===== src/sv/rps_pkg.sv =====
package rps_pkg;

  localparam int ADDR_WIDTH_DEF = 32;
  localparam int FIELD_W        = 32;
  localparam int PLEN_W         = 6;

  typedef struct packed {
    logic load;
    logic step;
  } rps_cmd_t;

  typedef struct packed {
    logic empty_rng;
    logic last;
    logic slot_free;
  } rps_status_t;

  typedef enum logic [1:0] {
    ST_IDLE = 2'b01,
    ST_RUN  = 2'b10
  } rps_state_t;

endpackage


===== src/sv/rps_if.sv =====
interface rps_in_if;
  logic                         valid;
  logic                         ready;
  logic [rps_pkg::FIELD_W-1:0]  lower_bound;
  logic [rps_pkg::FIELD_W-1:0]  upper_bound;

  modport source (output valid, output lower_bound, output upper_bound, input ready);
  modport sink   (input valid, input lower_bound, input upper_bound, output ready);
endinterface

interface rps_out_if;
  logic                         valid;
  logic                         ready;
  logic [rps_pkg::FIELD_W-1:0]  prefix_base;
  logic [rps_pkg::PLEN_W-1:0]   prefix_length;
  logic                         last_prefix;

  modport source (output valid, output prefix_base, output prefix_length,
                  output last_prefix, input ready);
  modport sink   (input valid, input prefix_base, input prefix_length,
                  input last_prefix, output ready);
endinterface


===== src/sv/rps_ctrl.sv =====
module rps_ctrl (
  input  logic                 clk,
  input  logic                 rst_n,
  input  logic                 in_valid,
  output logic                 in_ready,
  input  rps_pkg::rps_status_t status,
  output rps_pkg::rps_cmd_t    cmd
);

  rps_pkg::rps_state_t state_r, state_nxt;

  always_comb begin
    in_ready  = (state_r == rps_pkg::ST_IDLE);
    cmd.load  = in_valid && in_ready;
    cmd.step  = (state_r == rps_pkg::ST_RUN) && status.slot_free;
    state_nxt = state_r;
    unique case (state_r)
      rps_pkg::ST_IDLE: begin
        if (cmd.load && !status.empty_rng) state_nxt = rps_pkg::ST_RUN;
      end
      rps_pkg::ST_RUN: begin
        if (cmd.step && status.last) state_nxt = rps_pkg::ST_IDLE;
      end
      default: state_nxt = rps_pkg::ST_IDLE;
    endcase
  end

  always_ff @(posedge clk) begin
    if (!rst_n) begin
      state_r <= rps_pkg::ST_IDLE;
    end else begin
      state_r <= state_nxt;
    end
  end

  a_load_run: assert property (@(posedge clk) disable iff (!rst_n)
    (cmd.load && !status.empty_rng) |=> state_r == rps_pkg::ST_RUN)
    else $error("nonempty range did not start a walk");

  a_load_empty: assert property (@(posedge clk) disable iff (!rst_n)
    (cmd.load && status.empty_rng) |=> state_r == rps_pkg::ST_IDLE)
    else $error("empty range started a walk");

  a_last_idle: assert property (@(posedge clk) disable iff (!rst_n)
    (cmd.step && status.last) |=> state_r == rps_pkg::ST_IDLE)
    else $error("walk continued past last prefix");

endmodule


===== src/sv/rps_dp.sv =====
module rps_dp #(
  parameter int ADDR_WIDTH = rps_pkg::ADDR_WIDTH_DEF
) (
  input  logic                         clk,
  input  logic                         rst_n,
  input  logic [rps_pkg::FIELD_W-1:0]  lower_bound,
  input  logic [rps_pkg::FIELD_W-1:0]  upper_bound,
  input  rps_pkg::rps_cmd_t            cmd,
  output rps_pkg::rps_status_t         status,
  output logic                         out_valid,
  input  logic                         out_ready,
  output logic [rps_pkg::FIELD_W-1:0]  prefix_base,
  output logic [rps_pkg::PLEN_W-1:0]   prefix_length,
  output logic                         last_prefix
);

  localparam int KW = $clog2(ADDR_WIDTH + 1);

  logic [ADDR_WIDTH-1:0]       lo_m, hi_m;
  logic [ADDR_WIDTH-1:0]       cur_r, cur_nxt;
  logic [ADDR_WIDTH:0]         len_r, len_nxt;
  logic [ADDR_WIDTH:0]         cur_ext, lowbit, lenmask, hibit, size, len_rem;
  logic [KW-1:0]               k;
  logic                        out_valid_r;
  logic [rps_pkg::FIELD_W-1:0] base_r;
  logic [rps_pkg::PLEN_W-1:0]  plen_r;
  logic                        last_r;

  always_comb begin
    lo_m    = lower_bound[ADDR_WIDTH-1:0];
    hi_m    = upper_bound[ADDR_WIDTH-1:0];
    cur_ext = {1'b1, cur_r};
    lowbit  = cur_ext & (~cur_ext + {{ADDR_WIDTH{1'b0}}, 1'b1});
    for (int i = 0; i <= ADDR_WIDTH; i++) begin
      lenmask[i] = |(len_r >> i);
    end
    hibit = lenmask & ~(lenmask >> 1);
    size  = (|(lowbit & lenmask)) ? lowbit : hibit;
    k     = '0;
    for (int i = 0; i <= ADDR_WIDTH; i++) begin
      if (size[i]) k = k | KW'(i);
    end
    len_rem = len_r - size;

    status.empty_rng = lo_m > hi_m;
    status.last      = (len_rem == '0);
    status.slot_free = !out_valid_r || out_ready;

    cur_nxt = cur_r;
    len_nxt = len_r;
    if (cmd.load) begin
      cur_nxt = lo_m;
      len_nxt = {1'b0, hi_m} - {1'b0, lo_m} + {{ADDR_WIDTH{1'b0}}, 1'b1};
    end else if (cmd.step) begin
      cur_nxt = cur_r + size[ADDR_WIDTH-1:0];
      len_nxt = len_rem;
    end
  end

  always_ff @(posedge clk) begin
    if (!rst_n) begin
      out_valid_r <= 1'b0;
    end else if (cmd.step) begin
      out_valid_r <= 1'b1;
    end else if (out_ready) begin
      out_valid_r <= 1'b0;
    end
  end

  always_ff @(posedge clk) begin
    cur_r <= cur_nxt;
    len_r <= len_nxt;
    if (cmd.step) begin
      base_r <= rps_pkg::FIELD_W'(cur_r);
      plen_r <= rps_pkg::PLEN_W'(ADDR_WIDTH) - rps_pkg::PLEN_W'(k);
      last_r <= status.last;
    end
  end

  assign out_valid     = out_valid_r;
  assign prefix_base   = base_r;
  assign prefix_length = plen_r;
  assign last_prefix   = last_r;

  a_size_onehot: assert property (@(posedge clk) disable iff (!rst_n)
    cmd.step |-> $onehot(size))
    else $error("block size is not a single power of two");

  a_step_valid: assert property (@(posedge clk) disable iff (!rst_n)
    cmd.step |=> out_valid_r)
    else $error("prefix beat lost");

  a_len_left: assert property (@(posedge clk) disable iff (!rst_n)
    (cmd.step && !status.last) |=> len_r != '0)
    else $error("range exhausted without last prefix");

endmodule


===== src/sv/range_to_prefix_splitter.sv =====
// Range to prefix splitter.
// in_rng carries one inclusive address range per beat (lower_bound,
// upper_bound); bits at and above ADDR_WIDTH are ignored. out_pfx carries
// the covering aligned prefixes in ascending order, one per beat, with
// last_prefix set on the final one. A range with lower_bound above
// upper_bound is taken and gives no beats.
// Timing: an accepted range loads the running address and remaining length
// registers; each walk step then writes one prefix to the output register,
// one prefix per cycle while out_pfx is ready. Each prefix comes from one
// pass through the block-size logic on those two registers. A range gives
// at most 2*ADDR_WIDTH-2 prefixes (62 at the default width), and the next
// range is accepted in the cycle after the last prefix is produced.
// in_rng is ready only while no walk is running; the last prefix may still
// wait in the output register when the next range is taken.
// A stall on out_pfx holds the output beat and pauses the walk.
// Reset (rst_n low, synchronous) drops any walk in progress and any
// pending output beat.
module range_to_prefix_splitter #(
  parameter int ADDR_WIDTH = rps_pkg::ADDR_WIDTH_DEF
) (
  input  logic   clk,
  input  logic   rst_n,
  rps_in_if.sink in_rng,
  rps_out_if.source out_pfx
);

  rps_pkg::rps_cmd_t    cmd;
  rps_pkg::rps_status_t status;

  rps_ctrl u_ctrl (
    .clk      (clk),
    .rst_n    (rst_n),
    .in_valid (in_rng.valid),
    .in_ready (in_rng.ready),
    .status   (status),
    .cmd      (cmd)
  );

  rps_dp #(
    .ADDR_WIDTH (ADDR_WIDTH)
  ) u_dp (
    .clk           (clk),
    .rst_n         (rst_n),
    .lower_bound   (in_rng.lower_bound),
    .upper_bound   (in_rng.upper_bound),
    .cmd           (cmd),
    .status        (status),
    .out_valid     (out_pfx.valid),
    .out_ready     (out_pfx.ready),
    .prefix_base   (out_pfx.prefix_base),
    .prefix_length (out_pfx.prefix_length),
    .last_prefix   (out_pfx.last_prefix)
  );

endmodule


===== src/flat_wrapper.sv =====
// flat-port wrapper written by rule: the top's interface ports become plain ports
module range_to_prefix_splitter_flat 
#(
  parameter int ADDR_WIDTH = rps_pkg::ADDR_WIDTH_DEF
)
  (clk, rst_n, in_rng_valid, in_rng_lower_bound, in_rng_upper_bound, in_rng_ready, out_pfx_valid, out_pfx_prefix_base, out_pfx_prefix_length, out_pfx_last_prefix, out_pfx_ready);
  rps_in_if in_rng_i ();
  rps_out_if out_pfx_i ();
  input  logic clk;
  input  logic rst_n;
  input wire logic [$bits(in_rng_i.valid)-1:0] in_rng_valid;
  input wire logic [$bits(in_rng_i.lower_bound)-1:0] in_rng_lower_bound;
  input wire logic [$bits(in_rng_i.upper_bound)-1:0] in_rng_upper_bound;
  output wire logic [$bits(in_rng_i.ready)-1:0] in_rng_ready;
  output wire logic [$bits(out_pfx_i.valid)-1:0] out_pfx_valid;
  output wire logic [$bits(out_pfx_i.prefix_base)-1:0] out_pfx_prefix_base;
  output wire logic [$bits(out_pfx_i.prefix_length)-1:0] out_pfx_prefix_length;
  output wire logic [$bits(out_pfx_i.last_prefix)-1:0] out_pfx_last_prefix;
  input wire logic [$bits(out_pfx_i.ready)-1:0] out_pfx_ready;
  assign in_rng_i.valid = in_rng_valid;
  assign in_rng_i.lower_bound = in_rng_lower_bound;
  assign in_rng_i.upper_bound = in_rng_upper_bound;
  assign in_rng_ready = in_rng_i.ready;
  assign out_pfx_valid = out_pfx_i.valid;
  assign out_pfx_prefix_base = out_pfx_i.prefix_base;
  assign out_pfx_prefix_length = out_pfx_i.prefix_length;
  assign out_pfx_last_prefix = out_pfx_i.last_prefix;
  assign out_pfx_i.ready = out_pfx_ready;
  range_to_prefix_splitter #(.ADDR_WIDTH(ADDR_WIDTH)) u_core (.clk(clk), .rst_n(rst_n), .in_rng(in_rng_i), .out_pfx(out_pfx_i));
endmodule

===== config.mk =====
export PLATFORM = sky130hd
export DESIGN_NAME = range_to_prefix_splitter_flat
export DESIGN_NICKNAME = d
export VERILOG_FILES = /design/src/sv/rps_pkg.sv /design/src/sv/rps_if.sv /design/src/sv/rps_ctrl.sv /design/src/sv/rps_dp.sv /design/src/sv/range_to_prefix_splitter.sv /design/src/flat_wrapper.sv
export SDC_FILE = /design/constraint.sdc
export NUM_CORES = 1
export LEC_CHECK = 0
export ABC_AREA = 1
export BUFFER_PORTS_ARGS = -buffer_cell sky130_fd_sc_hd__buf_4
export CAP_MARGIN = 10
export CORE_UTILIZATION = 65
export CTS_BUF_LIST = sky130_fd_sc_hd__clkbuf_2
export CTS_CLUSTER_DIAMETER = 200
export DETAILED_ROUTE_END_ITERATION = 7
export MAX_ROUTING_LAYER = met4
export PLACE_DENSITY_LB_ADDON = 0.12
export SLEW_MARGIN = 25
export SYNTH_ARGS = -nofsm -noshare
export SYNTH_HDL_FRONTEND = slang
export SYNTH_SLANG_ARGS = --single-unit

===== constraint.sdc =====
create_clock -name clk -period 13.55 [get_ports clk]
set_input_delay 2.71 -clock clk [delete_from_list [all_inputs] [get_ports clk]]
set_output_delay 2.71 -clock clk [all_outputs]
set_load 0.02 [all_outputs]

Word-level counts from Yosys, hierarchy flattened
Cells that the tools add are included.
{"block": "classes", "add_sub_neg": 6, "n_lt_le_gt_ge": 1, "eq_ne": 5, "muxes": 49, "n_bitwise": 5, "n_reduce_logical": 43}
{"op": "two-way mux 33 bit", "count": 4}
{"op": "bitwise AND 33 bit", "count": 3}
{"op": "two-way mux 32 bit", "count": 3}
{"op": "two-way mux 5 bit", "count": 16}
{"op": "adder 33 x 1 -> 33 bit, second input constant", "count": 2}
{"op": "OR reduction 33 bit", "count": 2}
{"op": "logical NOT 33 bit", "count": 1}
{"op": "NOT 32 -> 33 bit", "count": 1}
{"op": "NOT 33 bit", "count": 1}
{"op": "subtractor 32 x 32 -> 33 bit", "count": 1}
{"op": "subtractor 33 bit", "count": 1}
{"op": "adder 32 bit", "count": 1}
{"op": "greater-than comparator 32 bit", "count": 1}
{"op": "two-way mux 4 bit", "count": 8}
{"op": "OR reduction 32 bit", "count": 1}
{"op": "OR reduction 31 bit", "count": 1}
{"op": "OR reduction 30 bit", "count": 1}
{"op": "OR reduction 29 bit", "count": 1}
{"op": "OR reduction 28 bit", "count": 1}
{"op": "OR reduction 27 bit", "count": 1}
{"op": "OR reduction 26 bit", "count": 1}
{"op": "OR reduction 25 bit", "count": 1}
{"op": "OR reduction 24 bit", "count": 1}
{"op": "OR reduction 23 bit", "count": 1}
{"op": "36 further kinds", "count": 54}
{"block": "word_totals", "reg_bits": 107, "input_bits": 68, "elab_cells": 116}

Longest topological paths before layout
{"block": "logic_depth", "depth_word": 39, "ltp_mapped": 37, "mapped_depth_nobuf": 36}

Modules after synthesis
A second synthesis with hierarchy kept.
{"block": "unflattened", "hier_cells": 1963, "hier_area_um2": 13163.9}
{"mod": "rps_dp", "n_inst": 1, "cells_each": 1948, "area_per_inst_um2": 13063.8}
{"mod": "rps_ctrl", "n_inst": 1, "cells_each": 15, "area_per_inst_um2": 100.1}

Least setup slack after synthesis
OpenSTA, ideal clock, no wires.
{"block": "synth_timing", "kind": "in2reg", "start": "in out_pfx_ready", "end": "reg u_core.u_dp.cur_r[0], enable pin", "setup_time_ns": 0.578, "arrival_ns": 7.345, "t_required_ns": 12.972, "path_slack_ns": 5.628, "path_stages": 2, "cell_sequence": "nor2_1 > o21ai_0"}
{"block": "synth_via", "elab_chain_len": 3}
{"item": "start, declared", "line": "flat_wrapper.sv:19", "source": "input wire logic [$bits(out_pfx_i.ready)-1:0] out_pfx_ready;"}
{"item": "logical OR 1 bit", "line": "rps_dp.sv:47", "source": "status.slot_free = !out_valid_r || out_ready;"}
{"item": "logical AND 1 bit", "line": "rps_ctrl.sv:15", "source": "cmd.step = (state_r == rps_pkg::ST_RUN) && status.slot_free;"}
{"item": "nonzero test 2 bit (no line)"}
{"item": "end signal, assigned", "line": "rps_dp.sv:71", "source": "cur_r <= cur_nxt;"}
{"item": "end, declared", "line": "rps_dp.sv:20", "source": "logic [ADDR_WIDTH-1:0] cur_r, cur_nxt;"}
Every way passes these cells.
A chain may end at the register's enable or synchronous reset.

Final worst setup path
{"block": "layout_timing", "start": "reg u_core.u_dp.len_r[31]", "end": "reg u_core.u_ctrl.state_r[0]"}
{"block": "layout_via", "elab_chain_len": 9, "word_cells_on_any_way": 42, "classes_between": "add/sub (1); eq/ne (1); mux (1); bitwise (3); reduce/logical (36)"}
{"item": "start, declared", "line": "rps_dp.sv:21", "source": "logic [ADDR_WIDTH:0] len_r, len_nxt;"}
{"item": "start signal, assigned", "line": "rps_dp.sv:72", "source": "len_r <= len_nxt;"}
{"item": "OR reduction 33 bit (tied with other cells)", "line": "rps_dp.sv:35", "source": "lenmask[i] = |(len_r >> i);"}
{"item": "bitwise AND 33 bit / NOT 32 -> 33 bit (equally long branches)", "line": "rps_dp.sv:38, rps_dp.sv:37"}
{"item": "OR reduction 33 bit / bitwise AND 33 bit (equally long branches)", "line": "rps_dp.sv:38, rps_dp.sv:37"}
{"item": "two-way mux 33 bit", "line": "rps_dp.sv:38", "source": "size = (|(lowbit & lenmask)) ? lowbit : hibit;"}
{"item": "subtractor 33 bit *", "line": "rps_dp.sv:43", "source": "len_rem = len_r - size;"}
{"item": "logical NOT 33 bit *", "line": "rps_dp.sv:46", "source": "status.last = (len_rem == '0);"}
{"item": "logical AND 1 bit *", "line": "rps_ctrl.sv:22", "source": "if (cmd.step && status.last) state_nxt = rps_pkg::ST_IDLE;"}
{"item": "!= test 2 x 1 -> 1 bit (no line) *"}
{"item": "AND reduction 2 bit (no line) *"}
{"item": "end signal, assigned", "line": "rps_ctrl.sv:30", "source": "state_r <= rps_pkg::ST_IDLE;"}
{"item": "end signal, assigned", "line": "rps_ctrl.sv:32", "source": "state_r <= state_nxt;"}
{"item": "end, declared", "line": "rps_ctrl.sv:10", "source": "rps_pkg::rps_state_t state_r, state_nxt;"}
Every way passes the cells marked *; elsewhere a longest branch is shown, timed or not.

==> impl_results.md <==
* H-tree levels at 3
* CTS sink count at 107
* Slew Limit Fails at 0
* Pre-Repair DR Iteration Count at 8
* Top FF cell, synth: edfxtp_1
* Pwr per Cell Area at 258.2 nW/um^2
* Leakage at 7.379 nW
* Largest net degree at the start of global routing at 66
* Yosys top cell by area: edfxtp_1
* Worst-skew pair later-pin latency at 0.71 ns
* Post_cts resized at 0
* Status: finished with violations
* Peak supply drop at 0.0001173 V
* Area growth, synth to finish at 8.586%
* Max clock buf depth at 2
* Area of the multi-input gates at 9221 sq um
* Chip height at 147.3 um
* Crit path max-delay family: simple AND/OR/NAND/NOR gates
* Final worst-path cycle share at 49.21%
* Total area of sequential cells at 3183 sq um
* Initial antenna violation count at 2
* Adder-cell share of the synthesized area at 14.93%
* Type of origin of the critical path: flip-flop
* Hold depth at 0
* Routed vias at 15600
* Worst r2r src: u_core.u_dp.len_r[31]
* Synthesized instance count at 2102
* Hold buffer count at CTS at 0
* All-Layer GR Usage at 47.72%
* Critical path buffers and inverters at 2
* Post-synthesis simple-gate area fraction at 35.11%
* Global route overflow at 0
* IO Count at 109
* Hold path start: u_core.u_dp.cur_r[31]
* Post-Route WL at 50.08 mm
* Number of DRC markers in iteration 0 at 1949
* CP peak stage delay at 0.73 ns
* First-pass GRT wire length at 77.19 mm
* Worst Path Arrival at 7.31 ns
* CP endpoint kind: flip-flop
* Setup TNS at 0 ns
* Critical Path Fanout Max at 43
* Register area share after synthesis at 23.19%
* Nets@finish at 2429
* Share of the synthesized area in the top cell type at 22.75%
* Initial core utilization at 66.98%
* Avg WL per Cell at 20.23 um
* Final setup skew at 0.04903 ns
* Share of layout cells above drive strength 1 at 9.574%
* Fin crit period at 6.668 ns
* Core Util, Final at 72.74%
* Failing checks: design-rule violations
* Slowest CP cell: o31ai_1
* Clk slew on worst S/H paths at 0.37 ns
* Compound-cell area share of the yosys netlist at 13.35%
* Yosys reg bits at 107
* Die W at 147.3 um
* Maximum clock rate at 0.1500 GHz
* Most frequent CP cell: nand2_1
* Ys Warns at 0
* # setup viols final at 0
* Fillcell total at 1741
* Post-synth EDFFs at 104
* TritonCTS Buffers at 9
* RePlAce Congestion at 1.137
* Asr flop ratio synth at 0%
* Rows at 52
* Post-Place Cells at 2458
* Die area at 21710 sq um
* R2R cell count at 32
* Synthesized Nets at 2332
* Final cell count without fillers at 2476
* Yosys cell types at 53
* Slew headroom at 31.85%
* Final Hold Viols at 0
* I/O Buffers at 108
* DP Wirelength at 40.88 mm
* Largest family of logic cells by synthesized area: simple AND/OR/NAND/NOR gates
* TritonCTS clock tree: built
* Max_cap viols at 0
* RSZ-0062 raised after global routing: no
* Slew @ Worst Pin at 1.019 ns
* Hold Path Class: flip-flop to flip-flop
* Root Driver: clkbuf_2
* WHS Endpoint: u_core.u_dp.prefix_base[31]
* R2r setup slk at 6.88 ns
* Ranking of synthesized cells by area: edfxtp_1 (23%), ha_1 (14%), nand2_1 (14%), inv_1 (8.4%), nor2_1 (8.4%)
* DRC viols at 4
* Vias in the first global route at 14740
* Syn_area_per_cell at 6.531 sq um
* Cell area after synthesis at 13730 sq um
* Synth Area in XOR/XNOR at 3.190%
* Crit path kind: flip-flop to flip-flop
* Setup Buffers After CTS at 0
* Reg2reg end: u_core.u_ctrl.state_r[0]
* Post-route ant nets at 0
* Post-synthesis mux area share at 0.4375%
* WP data required at 14.19 ns
* Routed vias/inst at 6.300
* Placeable Area at 20490 sq um
-- sequential cells by signal (all words and copies together) (netlist names) --
register / cells
u_core.u_ctrl.state_r: 2
u_core.u_dp.cur_r: 32
u_core.u_dp.last_prefix: 1
u_core.u_dp.len_r: 33
u_core.u_dp.out_valid: 1
u_core.u_dp.prefix_base: 32
u_core.u_dp.prefix_length: 6
-- metrics by stage --
stage	area, sq um	setup slack (ns)	hold WS [ns]	total power [mW]
floorplan	13730	5.628	0.4980	2.728
global route	14910	6.481	0.6393	4.092
CTS	14900	7.159	0.6132	3.675
detailed placement	14800	7.025	0.5507	3.510
finish	14910	6.882	0.6280	3.848
global placement	14770	7.113	0.5544	3.439
-- synthesized netlist by cell type, drive strengths merged, types with 3 or more instances --
cell,count
nand4,77
a21o,5
xor2,24
mux2i,6
inv,311
nand3b,7
nor4,10
a31oi,12
clkbuf,13
edfxtp,104
or2,19
o211ai,4
o21bai,8
o21ai,142
a221oi,8
dfxtp,3
o21a,10
nor3,20
a21oi,119
clkinv,3
nand2,542
buf,15
ha,159
o31ai,3
fa,3
a21boi,5
o22ai,8
nor2,325
nand3,100
xnor2,26
-- placed cells by master (no fill, tap or decap), types with 24 or more instances in the layout --
cell type and n:
nand2_1 511, inv_1 309, nor2_1 305, ha_1 159, o21ai_0 132, a21oi_1 119, buf_4 113, edfxtp_1 104
nand3_1 97, nand4_1 77, nand2_2 28, xnor2_1 26, xor2_1 24
-- power by group --
group	internal, mW	switching [mW]	total [mW]
Clock	0.0281	0.135	0.163
Sequential	0.609	0.207	0.816
Combinational	0.886	1.98	2.87
Total	1.52	2.33	3.85
-- routing by layer --
metal / GRT usage [%] / wire length (um) / vias to the layer above
met5: - / 0 / -
met3: 10.19 / 6796 / 243
met2: 73.58 / 21940 / 1202
li1: - / - / 7178
met1: 58.49 / 18340 / 6975
met4: 25.21 / 3000 / 0
-- logic make-up (layout without fill, tap and decap cells) --
kind of cell / Yosys count / after routing
AND/OR/NAND/NOR: 1104 / 1104
buffers and inverters: 342 / 444
AO/OA/AOI/OAI: 331 / 331
adder cells (fa/ha/maj): 162 / 162
flip-flops: 107 / 107
XOR/XNOR: 50 / 50
multiplexers: 6 / 6
other: 0 / 2
-- how the worst max path moves through the flow --
stage                                      from  slack, ns  depth (start not counted)                        to
final                     u_core.u_dp.len_r[31]       6.88                         32  u_core.u_ctrl.state_r[0]
after global routing       u_core.u_dp.len_r[9]       6.48                         33  u_core.u_ctrl.state_r[0]
after global placement    in_rng_upper_bound[1]       7.11                         21     u_core.u_dp.len_r[23]
after floorplan                   out_pfx_ready       5.63                          2      u_core.u_dp.cur_r[0]
after CTS                 u_core.u_dp.len_r[31]       7.16                         31  u_core.u_ctrl.state_r[1]
after detailed placement  in_rng_upper_bound[1]       7.03                         19     u_core.u_dp.len_r[25]
-- area by class of cell --
type                            instances  area share (%)
Antenna cell                            2         0.03357
Sequential cell                       107           21.35
Inverter                              314           7.923
Tap cell                              270           2.266
Clock buffer                            9          0.3022
Multi-Input combinational cell       1653           61.86
Timing Repair Buffer                  114           5.875
Clock inverter                          7          0.3861
No activity file was read; power rests on OpenSTA's default activity.
